==> src/hdl/ecgrh_pkg.sv <==
// ----------------------------------------------------------------------------
// ecgrh_pkg
// Shared constants and types of the ECG R-peak and heart-rate block.
// ----------------------------------------------------------------------------
package ecgrh_pkg;

   // fixed-point format of the filter state
   localparam int SAMPLE_BITS   = 12;
   localparam int FRACTION_BITS = 16;
   localparam int VALUE_BITS    = SAMPLE_BITS + FRACTION_BITS;
   localparam int GAIN_BITS     = 16;
   localparam int PROD_BITS     = VALUE_BITS + GAIN_BITS;

   localparam int THRESH_BITS = 12;
   localparam int REFR_BITS   = 10;
   localparam int SCALE_BITS  = 16;
   localparam int COUNT_BITS  = 16;
   localparam int RATE_BITS   = 8;
   localparam int ROW_BITS    = 6;
   localparam int DIV_BITS    = 16;

   localparam logic [VALUE_BITS-1:0] VALUE_RESET = VALUE_BITS'(2048) << FRACTION_BITS;

   // register reset values
   localparam logic [GAIN_BITS-1:0]   GAIN_RESET   = 16'd26214;
   localparam logic [THRESH_BITS-1:0] THRESH_RESET = 12'd2300;
   localparam logic [REFR_BITS-1:0]   REFR_RESET   = 10'd40;
   localparam logic [SCALE_BITS-1:0]  SCALE_RESET  = 16'd12000;
   localparam logic [RATE_BITS-1:0]   RMIN_RESET   = 8'd30;
   localparam logic [RATE_BITS-1:0]   RMAX_RESET   = 8'd220;

   // register map
   localparam int CSR_ADDR_BITS = 5;
   localparam int CSR_DATA_BITS = 32;
   localparam logic [2:0] REG_GAIN   = 3'd0;
   localparam logic [2:0] REG_THRESH = 3'd1;
   localparam logic [2:0] REG_REFR   = 3'd2;
   localparam logic [2:0] REG_SCALE  = 3'd3;
   localparam logic [2:0] REG_RMIN   = 3'd4;
   localparam logic [2:0] REG_RMAX   = 3'd5;

   // display row: 90 - whole/45, whole/45 as (whole*2913) >> 17
   localparam int ROW_PROD_BITS = 24;
   localparam int ROW_SHIFT     = 17;
   localparam int ROW_Q_BITS    = ROW_PROD_BITS - ROW_SHIFT;
   localparam logic [SAMPLE_BITS-1:0] ROW_RECIP = 12'd2913;
   localparam logic [ROW_Q_BITS-1:0]  ROW_BASE  = 7'd90;
   localparam logic [ROW_Q_BITS-1:0]  ROW_Q_LOW = 7'd37;
   localparam logic [ROW_Q_BITS-1:0]  ROW_Q_TOP = 7'd79;
   localparam logic [ROW_BITS-1:0]    ROW_MIN   = 6'd11;
   localparam logic [ROW_BITS-1:0]    ROW_MAX   = 6'd53;

   localparam int QUEUE_DEPTH = 2;

   typedef struct packed {
      logic [SAMPLE_BITS-1:0] whole;
      logic                   peak;
      logic                   need_rate;
      logic [COUNT_BITS-1:0]  interval;
   } job_type;

   typedef struct packed {
      logic full;
      logic empty;
   } queue_status_type;

   typedef struct packed {
      logic busy;
      logic done;
   } div_status_type;

endpackage

==> src/hdl/ecgrh_front.sv <==
// ----------------------------------------------------------------------------
// ecgrh_front
// Low-pass filter and R-peak test; hands one job per sample to the queue.
// ----------------------------------------------------------------------------
module ecgrh_front (
   input  logic                                  clock,
   input  logic                                  reset,
   input  logic                                  req_valid,
   output logic                                  req_stall,
   input  logic [ecgrh_pkg::SAMPLE_BITS-1:0]     req_sample,
   input  logic [ecgrh_pkg::GAIN_BITS-1:0]       cfg_gain,
   input  logic [ecgrh_pkg::THRESH_BITS-1:0]     cfg_thresh,
   input  logic [ecgrh_pkg::REFR_BITS-1:0]       cfg_refr,
   input  ecgrh_pkg::queue_status_type           q_status,
   output logic                                  q_push,
   output ecgrh_pkg::job_type                    q_data
);
   import ecgrh_pkg::*;

   logic [VALUE_BITS-1:0] filter_ff, filter_in;
   logic [VALUE_BITS-1:0] prev_ff, prev_in;
   logic [VALUE_BITS-1:0] older_ff, older_in;
   logic [COUNT_BITS-1:0] count_ff, count_in;
   logic                  seen_ff, seen_in;
   logic                  busy_ff, busy_in;
   logic [PROD_BITS-1:0]  prod_ff, prod_in;
   logic                  up_ff, up_in;

   logic                  accept;
   logic [VALUE_BITS-1:0] x_value;
   logic [VALUE_BITS-1:0] diff;
   logic [VALUE_BITS-1:0] step;
   logic [VALUE_BITS-1:0] y_new;
   logic [COUNT_BITS-1:0] count_inc;
   logic [COUNT_BITS-1:0] interval;
   logic                  peak;

   assign req_stall = busy_ff;
   assign accept    = req_valid & ~busy_ff;

   assign x_value = {req_sample, FRACTION_BITS'(0)};
   assign up_in   = (x_value >= filter_ff);
   assign diff    = up_in ? (x_value - filter_ff) : (filter_ff - x_value);
   assign prod_in = PROD_BITS'(diff) * PROD_BITS'(cfg_gain);

   assign step  = prod_ff[PROD_BITS-1:GAIN_BITS];
   assign y_new = up_ff ? (filter_ff + step) : (filter_ff - step);

   // counter saturates at all ones
   assign count_inc = (count_ff == '1) ? count_ff : count_ff + COUNT_BITS'(1);
   assign interval  = count_inc - COUNT_BITS'(1);

   assign peak = (count_inc > COUNT_BITS'(cfg_refr)) &&
                 (prev_ff > older_ff) && (prev_ff > y_new) &&
                 (prev_ff > {cfg_thresh, FRACTION_BITS'(0)});

   assign q_push           = busy_ff & ~q_status.full;
   assign q_data.whole     = y_new[VALUE_BITS-1:FRACTION_BITS];
   assign q_data.peak      = peak;
   assign q_data.need_rate = peak & seen_ff & (interval != '0);
   assign q_data.interval  = interval;

   always_comb begin
      filter_in = filter_ff;
      prev_in   = prev_ff;
      older_in  = older_ff;
      count_in  = count_ff;
      seen_in   = seen_ff;
      busy_in   = busy_ff;
      if (accept) begin
         busy_in = 1'b1;
      end
      if (q_push) begin
         filter_in = y_new;
         prev_in   = y_new;
         older_in  = prev_ff;
         count_in  = peak ? COUNT_BITS'(1) : count_inc;
         seen_in   = seen_ff | peak;
         busy_in   = 1'b0;
      end
   end

   always_ff @(posedge clock) begin
      if (reset) begin
         filter_ff <= VALUE_RESET;
         prev_ff   <= VALUE_RESET;
         older_ff  <= VALUE_RESET;
         count_ff  <= '0;
         seen_ff   <= 1'b0;
         busy_ff   <= 1'b0;
      end else begin
         filter_ff <= filter_in;
         prev_ff   <= prev_in;
         older_ff  <= older_in;
         count_ff  <= count_in;
         seen_ff   <= seen_in;
         busy_ff   <= busy_in;
      end
   end

   always_ff @(posedge clock) begin
      if (accept) begin
         prod_ff <= prod_in;
         up_ff   <= up_in;
      end
   end

endmodule

==> src/hdl/ecgrh_queue.sv <==
// ----------------------------------------------------------------------------
// ecgrh_queue
// Small job queue between the filter front and the rate back end.
// ----------------------------------------------------------------------------
module ecgrh_queue (
   input  logic                         clock,
   input  logic                         reset,
   input  logic                         push,
   input  ecgrh_pkg::job_type           push_data,
   input  logic                         pop,
   output ecgrh_pkg::job_type           head,
   output ecgrh_pkg::queue_status_type  status
);
   import ecgrh_pkg::*;

   localparam int PTR_BITS = $clog2(QUEUE_DEPTH);
   localparam int CNT_BITS = $clog2(QUEUE_DEPTH + 1);

   job_type               entry_ff [QUEUE_DEPTH];
   logic [PTR_BITS-1:0]   wr_ptr_ff, wr_ptr_in;
   logic [PTR_BITS-1:0]   rd_ptr_ff, rd_ptr_in;
   logic [CNT_BITS-1:0]   count_ff, count_in;

   assign head         = entry_ff[rd_ptr_ff];
   assign status.full  = (count_ff == CNT_BITS'(QUEUE_DEPTH));
   assign status.empty = (count_ff == '0);

   always_comb begin
      wr_ptr_in = wr_ptr_ff;
      rd_ptr_in = rd_ptr_ff;
      count_in  = count_ff;
      if (push) begin
         wr_ptr_in = (wr_ptr_ff == PTR_BITS'(QUEUE_DEPTH - 1)) ? '0 : wr_ptr_ff + PTR_BITS'(1);
      end
      if (pop) begin
         rd_ptr_in = (rd_ptr_ff == PTR_BITS'(QUEUE_DEPTH - 1)) ? '0 : rd_ptr_ff + PTR_BITS'(1);
      end
      if (push && !pop) begin
         count_in = count_ff + CNT_BITS'(1);
      end else if (pop && !push) begin
         count_in = count_ff - CNT_BITS'(1);
      end
   end

   always_ff @(posedge clock) begin
      if (reset) begin
         wr_ptr_ff <= '0;
         rd_ptr_ff <= '0;
         count_ff  <= '0;
      end else begin
         wr_ptr_ff <= wr_ptr_in;
         rd_ptr_ff <= rd_ptr_in;
         count_ff  <= count_in;
      end
   end

   always_ff @(posedge clock) begin
      if (push) begin
         entry_ff[wr_ptr_ff] <= push_data;
      end
   end

endmodule

==> src/hdl/ecgrh_div.sv <==
// ----------------------------------------------------------------------------
// ecgrh_div
// Restoring divider, one quotient bit per cycle, shared by rate and mean.
// ----------------------------------------------------------------------------
module ecgrh_div (
   input  logic                              clock,
   input  logic                              reset,
   input  logic                              start,
   input  logic [ecgrh_pkg::DIV_BITS-1:0]    dividend,
   input  logic [ecgrh_pkg::DIV_BITS-1:0]    divisor,
   output ecgrh_pkg::div_status_type         status,
   output logic [ecgrh_pkg::DIV_BITS-1:0]    quotient
);
   import ecgrh_pkg::*;

   localparam int CNT_BITS = $clog2(DIV_BITS + 1);

   logic [DIV_BITS:0]    rem_ff, rem_in;
   logic [DIV_BITS-1:0]  quo_ff, quo_in;
   logic [DIV_BITS-1:0]  dsr_ff, dsr_in;
   logic [CNT_BITS-1:0]  cnt_ff, cnt_in;
   logic                 done_ff, done_in;
   logic [DIV_BITS:0]    shifted;
   logic                 fits;

   assign shifted = {rem_ff[DIV_BITS-1:0], quo_ff[DIV_BITS-1]};
   assign fits    = (shifted >= {1'b0, dsr_ff});

   assign status.busy = (cnt_ff != '0);
   assign status.done = done_ff;
   assign quotient    = quo_ff;

   always_comb begin
      rem_in  = rem_ff;
      quo_in  = quo_ff;
      dsr_in  = dsr_ff;
      cnt_in  = cnt_ff;
      done_in = 1'b0;
      if (start) begin
         rem_in = '0;
         quo_in = dividend;
         dsr_in = divisor;
         cnt_in = CNT_BITS'(DIV_BITS);
      end else if (cnt_ff != '0) begin
         rem_in  = fits ? (shifted - {1'b0, dsr_ff}) : shifted;
         quo_in  = {quo_ff[DIV_BITS-2:0], fits};
         cnt_in  = cnt_ff - CNT_BITS'(1);
         done_in = (cnt_ff == CNT_BITS'(1));
      end
   end

   always_ff @(posedge clock) begin
      if (reset) begin
         cnt_ff  <= '0;
         done_ff <= 1'b0;
      end else begin
         cnt_ff  <= cnt_in;
         done_ff <= done_in;
      end
   end

   always_ff @(posedge clock) begin
      rem_ff <= rem_in;
      quo_ff <= quo_in;
      dsr_ff <= dsr_in;
   end

endmodule

==> src/hdl/ecgrh_back.sv <==
// ----------------------------------------------------------------------------
// ecgrh_back
// Heart-rate back end: interval to rate, rate history mean, display row and
// the result register.
// ----------------------------------------------------------------------------
module ecgrh_back #(
   parameter int RATE_WINDOW = 4
) (
   input  logic                                  clock,
   input  logic                                  reset,
   input  ecgrh_pkg::job_type                    q_head,
   input  ecgrh_pkg::queue_status_type           q_status,
   output logic                                  q_pop,
   input  logic [ecgrh_pkg::SCALE_BITS-1:0]      cfg_scale,
   input  logic [ecgrh_pkg::RATE_BITS-1:0]       cfg_rmin,
   input  logic [ecgrh_pkg::RATE_BITS-1:0]       cfg_rmax,
   output logic                                  div_start,
   output logic [ecgrh_pkg::DIV_BITS-1:0]        div_dividend,
   output logic [ecgrh_pkg::DIV_BITS-1:0]        div_divisor,
   input  ecgrh_pkg::div_status_type             div_status,
   input  logic [ecgrh_pkg::DIV_BITS-1:0]        div_quotient,
   output logic                                  rsp_valid,
   input  logic                                  rsp_stall,
   output logic [ecgrh_pkg::SAMPLE_BITS-1:0]     rsp_filtered_sample,
   output logic                                  rsp_peak_found,
   output logic [ecgrh_pkg::RATE_BITS-1:0]       rsp_heart_rate,
   output logic [ecgrh_pkg::ROW_BITS-1:0]        rsp_display_row
);
   import ecgrh_pkg::*;

   localparam int POS_BITS  = (RATE_WINDOW > 1) ? $clog2(RATE_WINDOW) : 1;
   localparam int FILL_BITS = $clog2(RATE_WINDOW + 1);
   localparam int SUM_BITS  = $clog2(RATE_WINDOW * 255 + 1);

   typedef enum logic [3:0] {
      ST_IDLE = 4'b0001,
      ST_RATE = 4'b0010,
      ST_AVG  = 4'b0100,
      ST_DONE = 4'b1000
   } state_type;

   state_type               state_ff, state_in;
   job_type                 job_ff, job_in;
   logic [ROW_PROD_BITS-1:0] row_prod_ff, row_prod_in;
   logic [RATE_BITS-1:0]    hist_ff [RATE_WINDOW];
   logic [POS_BITS-1:0]     wpos_ff, wpos_in;
   logic [FILL_BITS-1:0]    fill_ff, fill_in;
   logic [SUM_BITS-1:0]     sum_ff, sum_in;
   logic [RATE_BITS-1:0]    avg_ff, avg_in;
   logic                    hist_we;

   logic                    out_valid_ff, out_valid_in;
   logic [SAMPLE_BITS-1:0]  out_whole_ff;
   logic                    out_peak_ff;
   logic [RATE_BITS-1:0]    out_rate_ff;
   logic [ROW_BITS-1:0]     out_row_ff;
   logic                    out_load;

   logic                    in_range;
   logic [RATE_BITS-1:0]    new_rate;
   logic [ROW_Q_BITS-1:0]   row_q;
   logic [ROW_Q_BITS-1:0]   row_diff;
   logic [ROW_BITS-1:0]     row_value;

   assign new_rate = div_quotient[RATE_BITS-1:0];
   assign in_range = (div_quotient >= DIV_BITS'(cfg_rmin)) &&
                     (div_quotient <= DIV_BITS'(cfg_rmax));

   // running sum over the whole ring; unused entries stay zero
   assign sum_in  = sum_ff + SUM_BITS'(new_rate) - SUM_BITS'(hist_ff[wpos_ff]);
   assign fill_in = (fill_ff == FILL_BITS'(RATE_WINDOW)) ? fill_ff : fill_ff + FILL_BITS'(1);
   assign wpos_in = (wpos_ff == POS_BITS'(RATE_WINDOW - 1)) ? '0 : wpos_ff + POS_BITS'(1);

   assign row_prod_in = ROW_PROD_BITS'(q_head.whole) * ROW_PROD_BITS'(ROW_RECIP);
   assign row_q       = row_prod_ff[ROW_PROD_BITS-1:ROW_SHIFT];
   assign row_diff    = ROW_BASE - row_q;
   assign row_value   = (row_q < ROW_Q_LOW) ? ROW_MAX :
                        (row_q > ROW_Q_TOP) ? ROW_MIN : row_diff[ROW_BITS-1:0];

   assign div_dividend = (state_ff == ST_IDLE) ? DIV_BITS'(cfg_scale) : DIV_BITS'(sum_in);
   assign div_divisor  = (state_ff == ST_IDLE) ? DIV_BITS'(q_head.interval)
                                               : DIV_BITS'(fill_in);

   always_comb begin
      state_in  = state_ff;
      job_in    = job_ff;
      avg_in    = avg_ff;
      q_pop     = 1'b0;
      div_start = 1'b0;
      hist_we   = 1'b0;
      out_load  = 1'b0;
      case (state_ff)
         ST_IDLE: begin
            if (!q_status.empty) begin
               q_pop  = 1'b1;
               job_in = q_head;
               if (q_head.need_rate) begin
                  div_start = 1'b1;
                  state_in  = ST_RATE;
               end else begin
                  state_in = ST_DONE;
               end
            end
         end
         ST_RATE: begin
            if (div_status.done) begin
               if (in_range) begin
                  hist_we   = 1'b1;
                  div_start = 1'b1;
                  state_in  = ST_AVG;
               end else begin
                  state_in = ST_DONE;
               end
            end
         end
         ST_AVG: begin
            if (div_status.done) begin
               avg_in   = new_rate;
               state_in = ST_DONE;
            end
         end
         ST_DONE: begin
            if (!out_valid_ff || !rsp_stall) begin
               out_load = 1'b1;
               state_in = ST_IDLE;
            end
         end
         default: begin
            state_in = ST_IDLE;
         end
      endcase
   end

   assign out_valid_in = out_load | (out_valid_ff & rsp_stall);

   always_ff @(posedge clock) begin
      if (reset) begin
         state_ff     <= ST_IDLE;
         wpos_ff      <= '0;
         fill_ff      <= '0;
         sum_ff       <= '0;
         avg_ff       <= '0;
         out_valid_ff <= 1'b0;
         for (int i = 0; i < RATE_WINDOW; i++) begin
            hist_ff[i] <= '0;
         end
      end else begin
         state_ff     <= state_in;
         avg_ff       <= avg_in;
         out_valid_ff <= out_valid_in;
         if (hist_we) begin
            hist_ff[wpos_ff] <= new_rate;
            wpos_ff          <= wpos_in;
            fill_ff          <= fill_in;
            sum_ff           <= sum_in;
         end
      end
   end

   always_ff @(posedge clock) begin
      job_ff <= job_in;
      if (q_pop) begin
         row_prod_ff <= row_prod_in;
      end
      if (out_load) begin
         out_whole_ff <= job_ff.whole;
         out_peak_ff  <= job_ff.peak;
         out_rate_ff  <= avg_ff;
         out_row_ff   <= row_value;
      end
   end

   assign rsp_valid           = out_valid_ff;
   assign rsp_filtered_sample = out_whole_ff;
   assign rsp_peak_found      = out_peak_ff;
   assign rsp_heart_rate      = out_rate_ff;
   assign rsp_display_row     = out_row_ff;

endmodule

==> src/hdl/ecg_rpeak_heart_rate.sv <==
// ----------------------------------------------------------------------------
// ecg_rpeak_heart_rate
// ECG low-pass filter, R-peak detector and averaged heart rate.
// ----------------------------------------------------------------------------
//  channel   direction  handshake            payload
//  req_      in         req_valid/req_stall  sample
//  rsp_      out        rsp_valid/rsp_stall  filtered_sample, peak_found,
//                                            heart_rate, display_row
//  csr_      in         apb psel/penable     six config registers at 4*i
//
//  front end takes a sample, multiplies, then updates; it takes the next only
//  after that job is pushed, which needs room in the queue. the back end pops
//  a job, makes one division for a rate that is rejected and two for one that
//  enters the history; each is a load and 16 steps on the one shared divider.
//  reset is synchronous and restores the filter to mid-scale and the registers
//  to their defaults. a stalled result is held in the output register while
//  the back end works on the next queued transaction.
// ----------------------------------------------------------------------------
module ecg_rpeak_heart_rate #(
   parameter int RATE_WINDOW = 4
) (
   input  logic                                   clock,
   input  logic                                   reset,
   input  logic                                   req_valid,
   output logic                                   req_stall,
   input  logic [ecgrh_pkg::SAMPLE_BITS-1:0]      req_sample,
   output logic                                   rsp_valid,
   input  logic                                   rsp_stall,
   output logic [ecgrh_pkg::SAMPLE_BITS-1:0]      rsp_filtered_sample,
   output logic                                   rsp_peak_found,
   output logic [ecgrh_pkg::RATE_BITS-1:0]        rsp_heart_rate,
   output logic [ecgrh_pkg::ROW_BITS-1:0]         rsp_display_row,
   input  logic                                   csr_psel,
   input  logic                                   csr_penable,
   input  logic                                   csr_pwrite,
   input  logic [ecgrh_pkg::CSR_ADDR_BITS-1:0]    csr_paddr,
   input  logic [ecgrh_pkg::CSR_DATA_BITS-1:0]    csr_pwdata,
   output logic [ecgrh_pkg::CSR_DATA_BITS-1:0]    csr_prdata,
   output logic                                   csr_pready
);
   import ecgrh_pkg::*;

   logic [GAIN_BITS-1:0]   gain_ff;
   logic [THRESH_BITS-1:0] thresh_ff;
   logic [REFR_BITS-1:0]   refr_ff;
   logic [SCALE_BITS-1:0]  scale_ff;
   logic [RATE_BITS-1:0]   rmin_ff;
   logic [RATE_BITS-1:0]   rmax_ff;

   logic                   csr_write;
   logic [2:0]             csr_index;

   logic                   q_push;
   logic                   q_pop;
   job_type                q_data;
   job_type                q_head;
   queue_status_type       q_status;

   logic                   div_start;
   logic [DIV_BITS-1:0]    div_dividend;
   logic [DIV_BITS-1:0]    div_divisor;
   logic [DIV_BITS-1:0]    div_quotient;
   div_status_type         div_status;

   assign csr_pready = 1'b1;
   assign csr_write  = csr_psel & csr_penable & csr_pwrite & csr_pready;
   assign csr_index  = csr_paddr[4:2];

   always_ff @(posedge clock) begin
      if (reset) begin
         gain_ff   <= GAIN_RESET;
         thresh_ff <= THRESH_RESET;
         refr_ff   <= REFR_RESET;
         scale_ff  <= SCALE_RESET;
         rmin_ff   <= RMIN_RESET;
         rmax_ff   <= RMAX_RESET;
      end else if (csr_write) begin
         case (csr_index)
            REG_GAIN:   gain_ff   <= csr_pwdata[GAIN_BITS-1:0];
            REG_THRESH: thresh_ff <= csr_pwdata[THRESH_BITS-1:0];
            REG_REFR:   refr_ff   <= csr_pwdata[REFR_BITS-1:0];
            REG_SCALE:  scale_ff  <= csr_pwdata[SCALE_BITS-1:0];
            REG_RMIN:   rmin_ff   <= csr_pwdata[RATE_BITS-1:0];
            REG_RMAX:   rmax_ff   <= csr_pwdata[RATE_BITS-1:0];
            default: begin
            end
         endcase
      end
   end

   always_comb begin
      case (csr_index)
         REG_GAIN:   csr_prdata = CSR_DATA_BITS'(gain_ff);
         REG_THRESH: csr_prdata = CSR_DATA_BITS'(thresh_ff);
         REG_REFR:   csr_prdata = CSR_DATA_BITS'(refr_ff);
         REG_SCALE:  csr_prdata = CSR_DATA_BITS'(scale_ff);
         REG_RMIN:   csr_prdata = CSR_DATA_BITS'(rmin_ff);
         REG_RMAX:   csr_prdata = CSR_DATA_BITS'(rmax_ff);
         default:    csr_prdata = '0;
      endcase
   end

   ecgrh_front u_front (
      .clock      (clock),
      .reset      (reset),
      .req_valid  (req_valid),
      .req_stall  (req_stall),
      .req_sample (req_sample),
      .cfg_gain   (gain_ff),
      .cfg_thresh (thresh_ff),
      .cfg_refr   (refr_ff),
      .q_status   (q_status),
      .q_push     (q_push),
      .q_data     (q_data)
   );

   ecgrh_queue u_queue (
      .clock     (clock),
      .reset     (reset),
      .push      (q_push),
      .push_data (q_data),
      .pop       (q_pop),
      .head      (q_head),
      .status    (q_status)
   );

   ecgrh_div u_div (
      .clock    (clock),
      .reset    (reset),
      .start    (div_start),
      .dividend (div_dividend),
      .divisor  (div_divisor),
      .status   (div_status),
      .quotient (div_quotient)
   );

   ecgrh_back #(
      .RATE_WINDOW (RATE_WINDOW)
   ) u_back (
      .clock               (clock),
      .reset               (reset),
      .q_head              (q_head),
      .q_status            (q_status),
      .q_pop               (q_pop),
      .cfg_scale           (scale_ff),
      .cfg_rmin            (rmin_ff),
      .cfg_rmax            (rmax_ff),
      .div_start           (div_start),
      .div_dividend        (div_dividend),
      .div_divisor         (div_divisor),
      .div_status          (div_status),
      .div_quotient        (div_quotient),
      .rsp_valid           (rsp_valid),
      .rsp_stall           (rsp_stall),
      .rsp_filtered_sample (rsp_filtered_sample),
      .rsp_peak_found      (rsp_peak_found),
      .rsp_heart_rate      (rsp_heart_rate),
      .rsp_display_row     (rsp_display_row)
   );

   a_queue_no_overflow: assert property (@(posedge clock) disable iff (reset)
      q_push |-> !q_status.full)
      else $error("job pushed into a full queue");

   a_queue_no_underflow: assert property (@(posedge clock) disable iff (reset)
      q_pop |-> !q_status.empty)
      else $error("job popped from an empty queue");

   a_div_start_idle: assert property (@(posedge clock) disable iff (reset)
      div_start |-> !div_status.busy)
      else $error("divider restarted while busy");

   a_row_in_range: assert property (@(posedge clock) disable iff (reset)
      rsp_valid |-> (rsp_display_row >= ROW_MIN) && (rsp_display_row <= ROW_MAX))
      else $error("display row out of range");

endmodule
==> config.mk <==
export PLATFORM = sky130hd
export DESIGN_NAME = ecg_rpeak_heart_rate
export DESIGN_NICKNAME = d
export VERILOG_FILES = /design/src/hdl/ecgrh_pkg.sv /design/src/hdl/ecgrh_front.sv /design/src/hdl/ecgrh_queue.sv /design/src/hdl/ecgrh_div.sv /design/src/hdl/ecgrh_back.sv /design/src/hdl/ecg_rpeak_heart_rate.sv
export SDC_FILE = /design/constraint.sdc
export NUM_CORES = 2
export LEC_CHECK = 0
export ABC_AREA = 1
export BUFFER_PORTS_ARGS = -buffer_cell sky130_fd_sc_hd__buf_2
export CAP_MARGIN = 10
export CORE_AREA = 2 2 330 332
export CTS_BUF_LIST = sky130_fd_sc_hd__clkbuf_8
export DETAILED_ROUTE_END_ITERATION = 6
export DIE_AREA = 0 0 332 334
export SLEW_MARGIN = 20
export SYNTH_ARGS = -nofsm -noshare
export SYNTH_HDL_FRONTEND = slang
export SYNTH_SLANG_ARGS = --single-unit
export TNS_END_PERCENT = 1
==> constraint.sdc <==
create_clock -name clock -period 22.6 [get_ports clock]
set_input_delay 6.78 -clock clock [delete_from_list [all_inputs] [get_ports clock]]
set_output_delay 6.78 -clock clock [all_outputs]
set_load 0.01 [all_outputs]
==> flow_summary.ini <==
[finish]
multi_input_area_mm2 = 0.0251
drive_above_1_share_pct = 6.64
register_area_mm2 = 0.0100
mostFrequentLayoutCells = inv_1 (953), nand2_1 (860), nor2_1 (442)
fin_nets = 5676
n_fill_cell = 11015
syn_to_final_growth_pct = 8.25
final_common_cell = inv_1
final_area_mm2 = 0.0426

[floorplanning]
initial_core_util_pct = 36.6
core_area_mm2 = 0.108
rows = 121
design.die.area_mm2 = 0.111
fp.dieH_um = 334
ios = 118
die_w_um = 332

[routing]
viasPerCell = 5.07
drt_iter0_drc = 2258
dr.pass1.iters = 6
finalWirelength_mm = 117
antenna_left = 0
drc = 0
vias = 32083
avgRoutedWirePerCell_um = 18.4

[sta]
grt_setup_unrepaired = false
fmax_mhz = 65.5
finalClockSkew_ps = 25.6
worst_pin_slew_ps = 1140
maxSlewViolCount = 0
fin_tns_setup_ps = 0
relSlewSlack_pct = 23.9
setup_viol = 0
post-route-period-util_pct = 67.5
min_period_ps = 15260
hold_viol = 0

[clock_network]
cts_resized = 0
clock_path_buffers = 3
cts_sinks = 401
cts_setup_buffers = 0
clock_latency_ps = 680
tritoncts = built
cts_max_level = 3
cts_buffers = 69
clkTransAtPathRegs_ps = 60
cts_root_buf = clkbuf_8
cts_hold_buf = 0

[grt]
grtUsageTotal_pct = 21.0
grt_overflow = 0
grt_pass1_vias = 32544
grt_util_met1_pct = 26.6
antenna_found_initial = 5
busiest_layer = met2
use_met3_pct = 3.77
grt_max_degree = 66
grt_pass1_wl_mm = 183
globalRouteMet2Util_pct = 35.3

[critical_path]
cp.arrival_ps = 15680
max_stage_delay_ps = 590
path_max_fanout = 34
worst_path_most_repeated_cell = nand2_1
timing_worst_setup_path_type = in -> reg
cp_slowest_cell = fa_1
crit_required_ps = 23020
setup.worst_path.end_class = register
reg2reg_depth = 30
cp-start-kind = primary input

[synthesis]
synth-seq-area-share_pct = 25.5
netlist_area_mm2 = 0.0394
ys_async_sr_fraction_pct = 0
ys.flop_type = dfxtp_1
postSynthAreaPerCell_um2 = 8.20
synth-edff-count = 200
yosysWarningCount = 0
ys_types = 69
synthCells = 4802
synth-seq-cells = 401

[outcome]
outcome = completed

[worst_hold_path]
hold_class = reg -> reg
worstHoldPathCells = 0

[job]
max_cap_viol_count = 0

[placement]
hpwl_mm = 92.5
routabilityCongestion = 0.956
place_area_mm2 = 0.0412
port_buffers = 82
-- cell families (layout without fill, tap and decap cells) --
kind of cell,Yosys count,in the layout,synth area share (%)
flops,401,401,25.5
compound gates,784,784,11.4
buf+inv,1116,1212,10.9
other cells,2,22,0.0191
fa+ha+maj,764,764,31.9
simple gates,1581,1581,16.8
xor+xnor,154,154,3.46
-- sequential cells by signal (all words and copies together), names as in the netlist, 28 cells and up, named ones only --
name / count
u_back.hist_ff: 32
u_front.filter_ff: 28
u_front.older_ff: 28
u_front.prod_ff: 28
u_queue.entry_ff: 60
-- layout make-up --
cell class / count / share of cell area (%)
multi-input cells: 3300 / 58.9
flip-flops and latches: 401 / 23.5
inverters: 970 / 8.54
well taps: 1414 / 4.15
clock buffers: 75 / 2.42
repair buffers: 114 / 1.53
clock inverters: 53 / 0.874
diodes: 5 / 0.0293
-- routing by layer --
layer	wire (µm)	vias to the layer above
li1	-	15413
met1	49500	15423
met2	54400	1019
met3	7950	228
met4	4910	0
met5	0	-
-- synthesized netlist by cell type (4+ instances only) --
master | instances | area (µm²)
a311oi_1 | 4 | 35.0
nor4_1 | 19 | 119
nand2_1 | 860 | 3230
nor2_2 | 16 | 100
inv_2 | 27 | 101
nor3_2 | 4 | 40.0
o2111ai_1 | 7 | 61.3
o221ai_1 | 8 | 70.1
or2_2 | 14 | 87.6
edfxtp_1 | 200 | 6010
nor2_4 | 4 | 45.0
ha_1 | 362 | 4530
a31oi_1 | 33 | 206
xor2_1 | 104 | 911
nand2_2 | 12 | 75.1
o21a_1 | 12 | 90.1
a211oi_1 | 4 | 30.0
a21oi_1 | 286 | 1430
nand3_2 | 7 | 70.1
o21ai_1 | 13 | 65.1
buf_2 | 23 | 115
o31ai_1 | 13 | 97.6
nand3_1 | 109 | 546
dfxtp_1 | 201 | 4020
nand4_1 | 33 | 206
a21o_1 | 10 | 75.1
o21bai_1 | 10 | 75.1
o211ai_1 | 29 | 218
clkbuf_1 | 96 | 360
a22oi_1 | 11 | 82.6
nor2_1 | 446 | 1670
o21ai_0 | 232 | 1160
buf_4 | 23 | 173
inv_1 | 928 | 3480
clkinv_1 | 14 | 52.6
o22ai_1 | 88 | 551
o21ai_2 | 6 | 52.6
xnor2_1 | 48 | 420
nor3_1 | 35 | 175
fa_1 | 402 | 8050
-- through the flow --
step / utilization [%] / instances / worst slack, ps / hold slack (ps)
detailed placement: 38.3 / 6199 / 6870 / 406
finish: 39.6 / 6332 / 7340 / 417
CTS: 39.6 / 6327 / 7400 / 420
floorplan: - / 4817 / 8090 / 400
global route: 39.6 / 6328 / 6970 / 432
global placement: 38.2 / 6199 / 6900 / 401
-- final timing paths --
kind                          from                              to  slack, ps
max                  req_sample[7]             u_front.prod_ff[21]       7340
min reg2reg      u_back.job_ff[29]  u_back.rsp_filtered_sample[11]        420
min              u_back.job_ff[29]  u_back.rsp_filtered_sample[11]        420
max reg2reg  u_front.filter_ff[27]             u_front.prod_ff[21]      13000
-- worst max-delay path: cells and delay by family --
family / cells / cell delay (ps)
AND/OR/NAND/NOR: 10 / 1970
adder cells (fa/ha/maj): 8 / 3870
AO/OA/AOI/OAI: 4 / 970
XOR/XNOR: 1 / 470
buffers and inverters: 8 / 1620
Power is left out: the tool's default activity adds up to more than one toggle a clock period on the data nets, which glitch-free logic cannot reach.
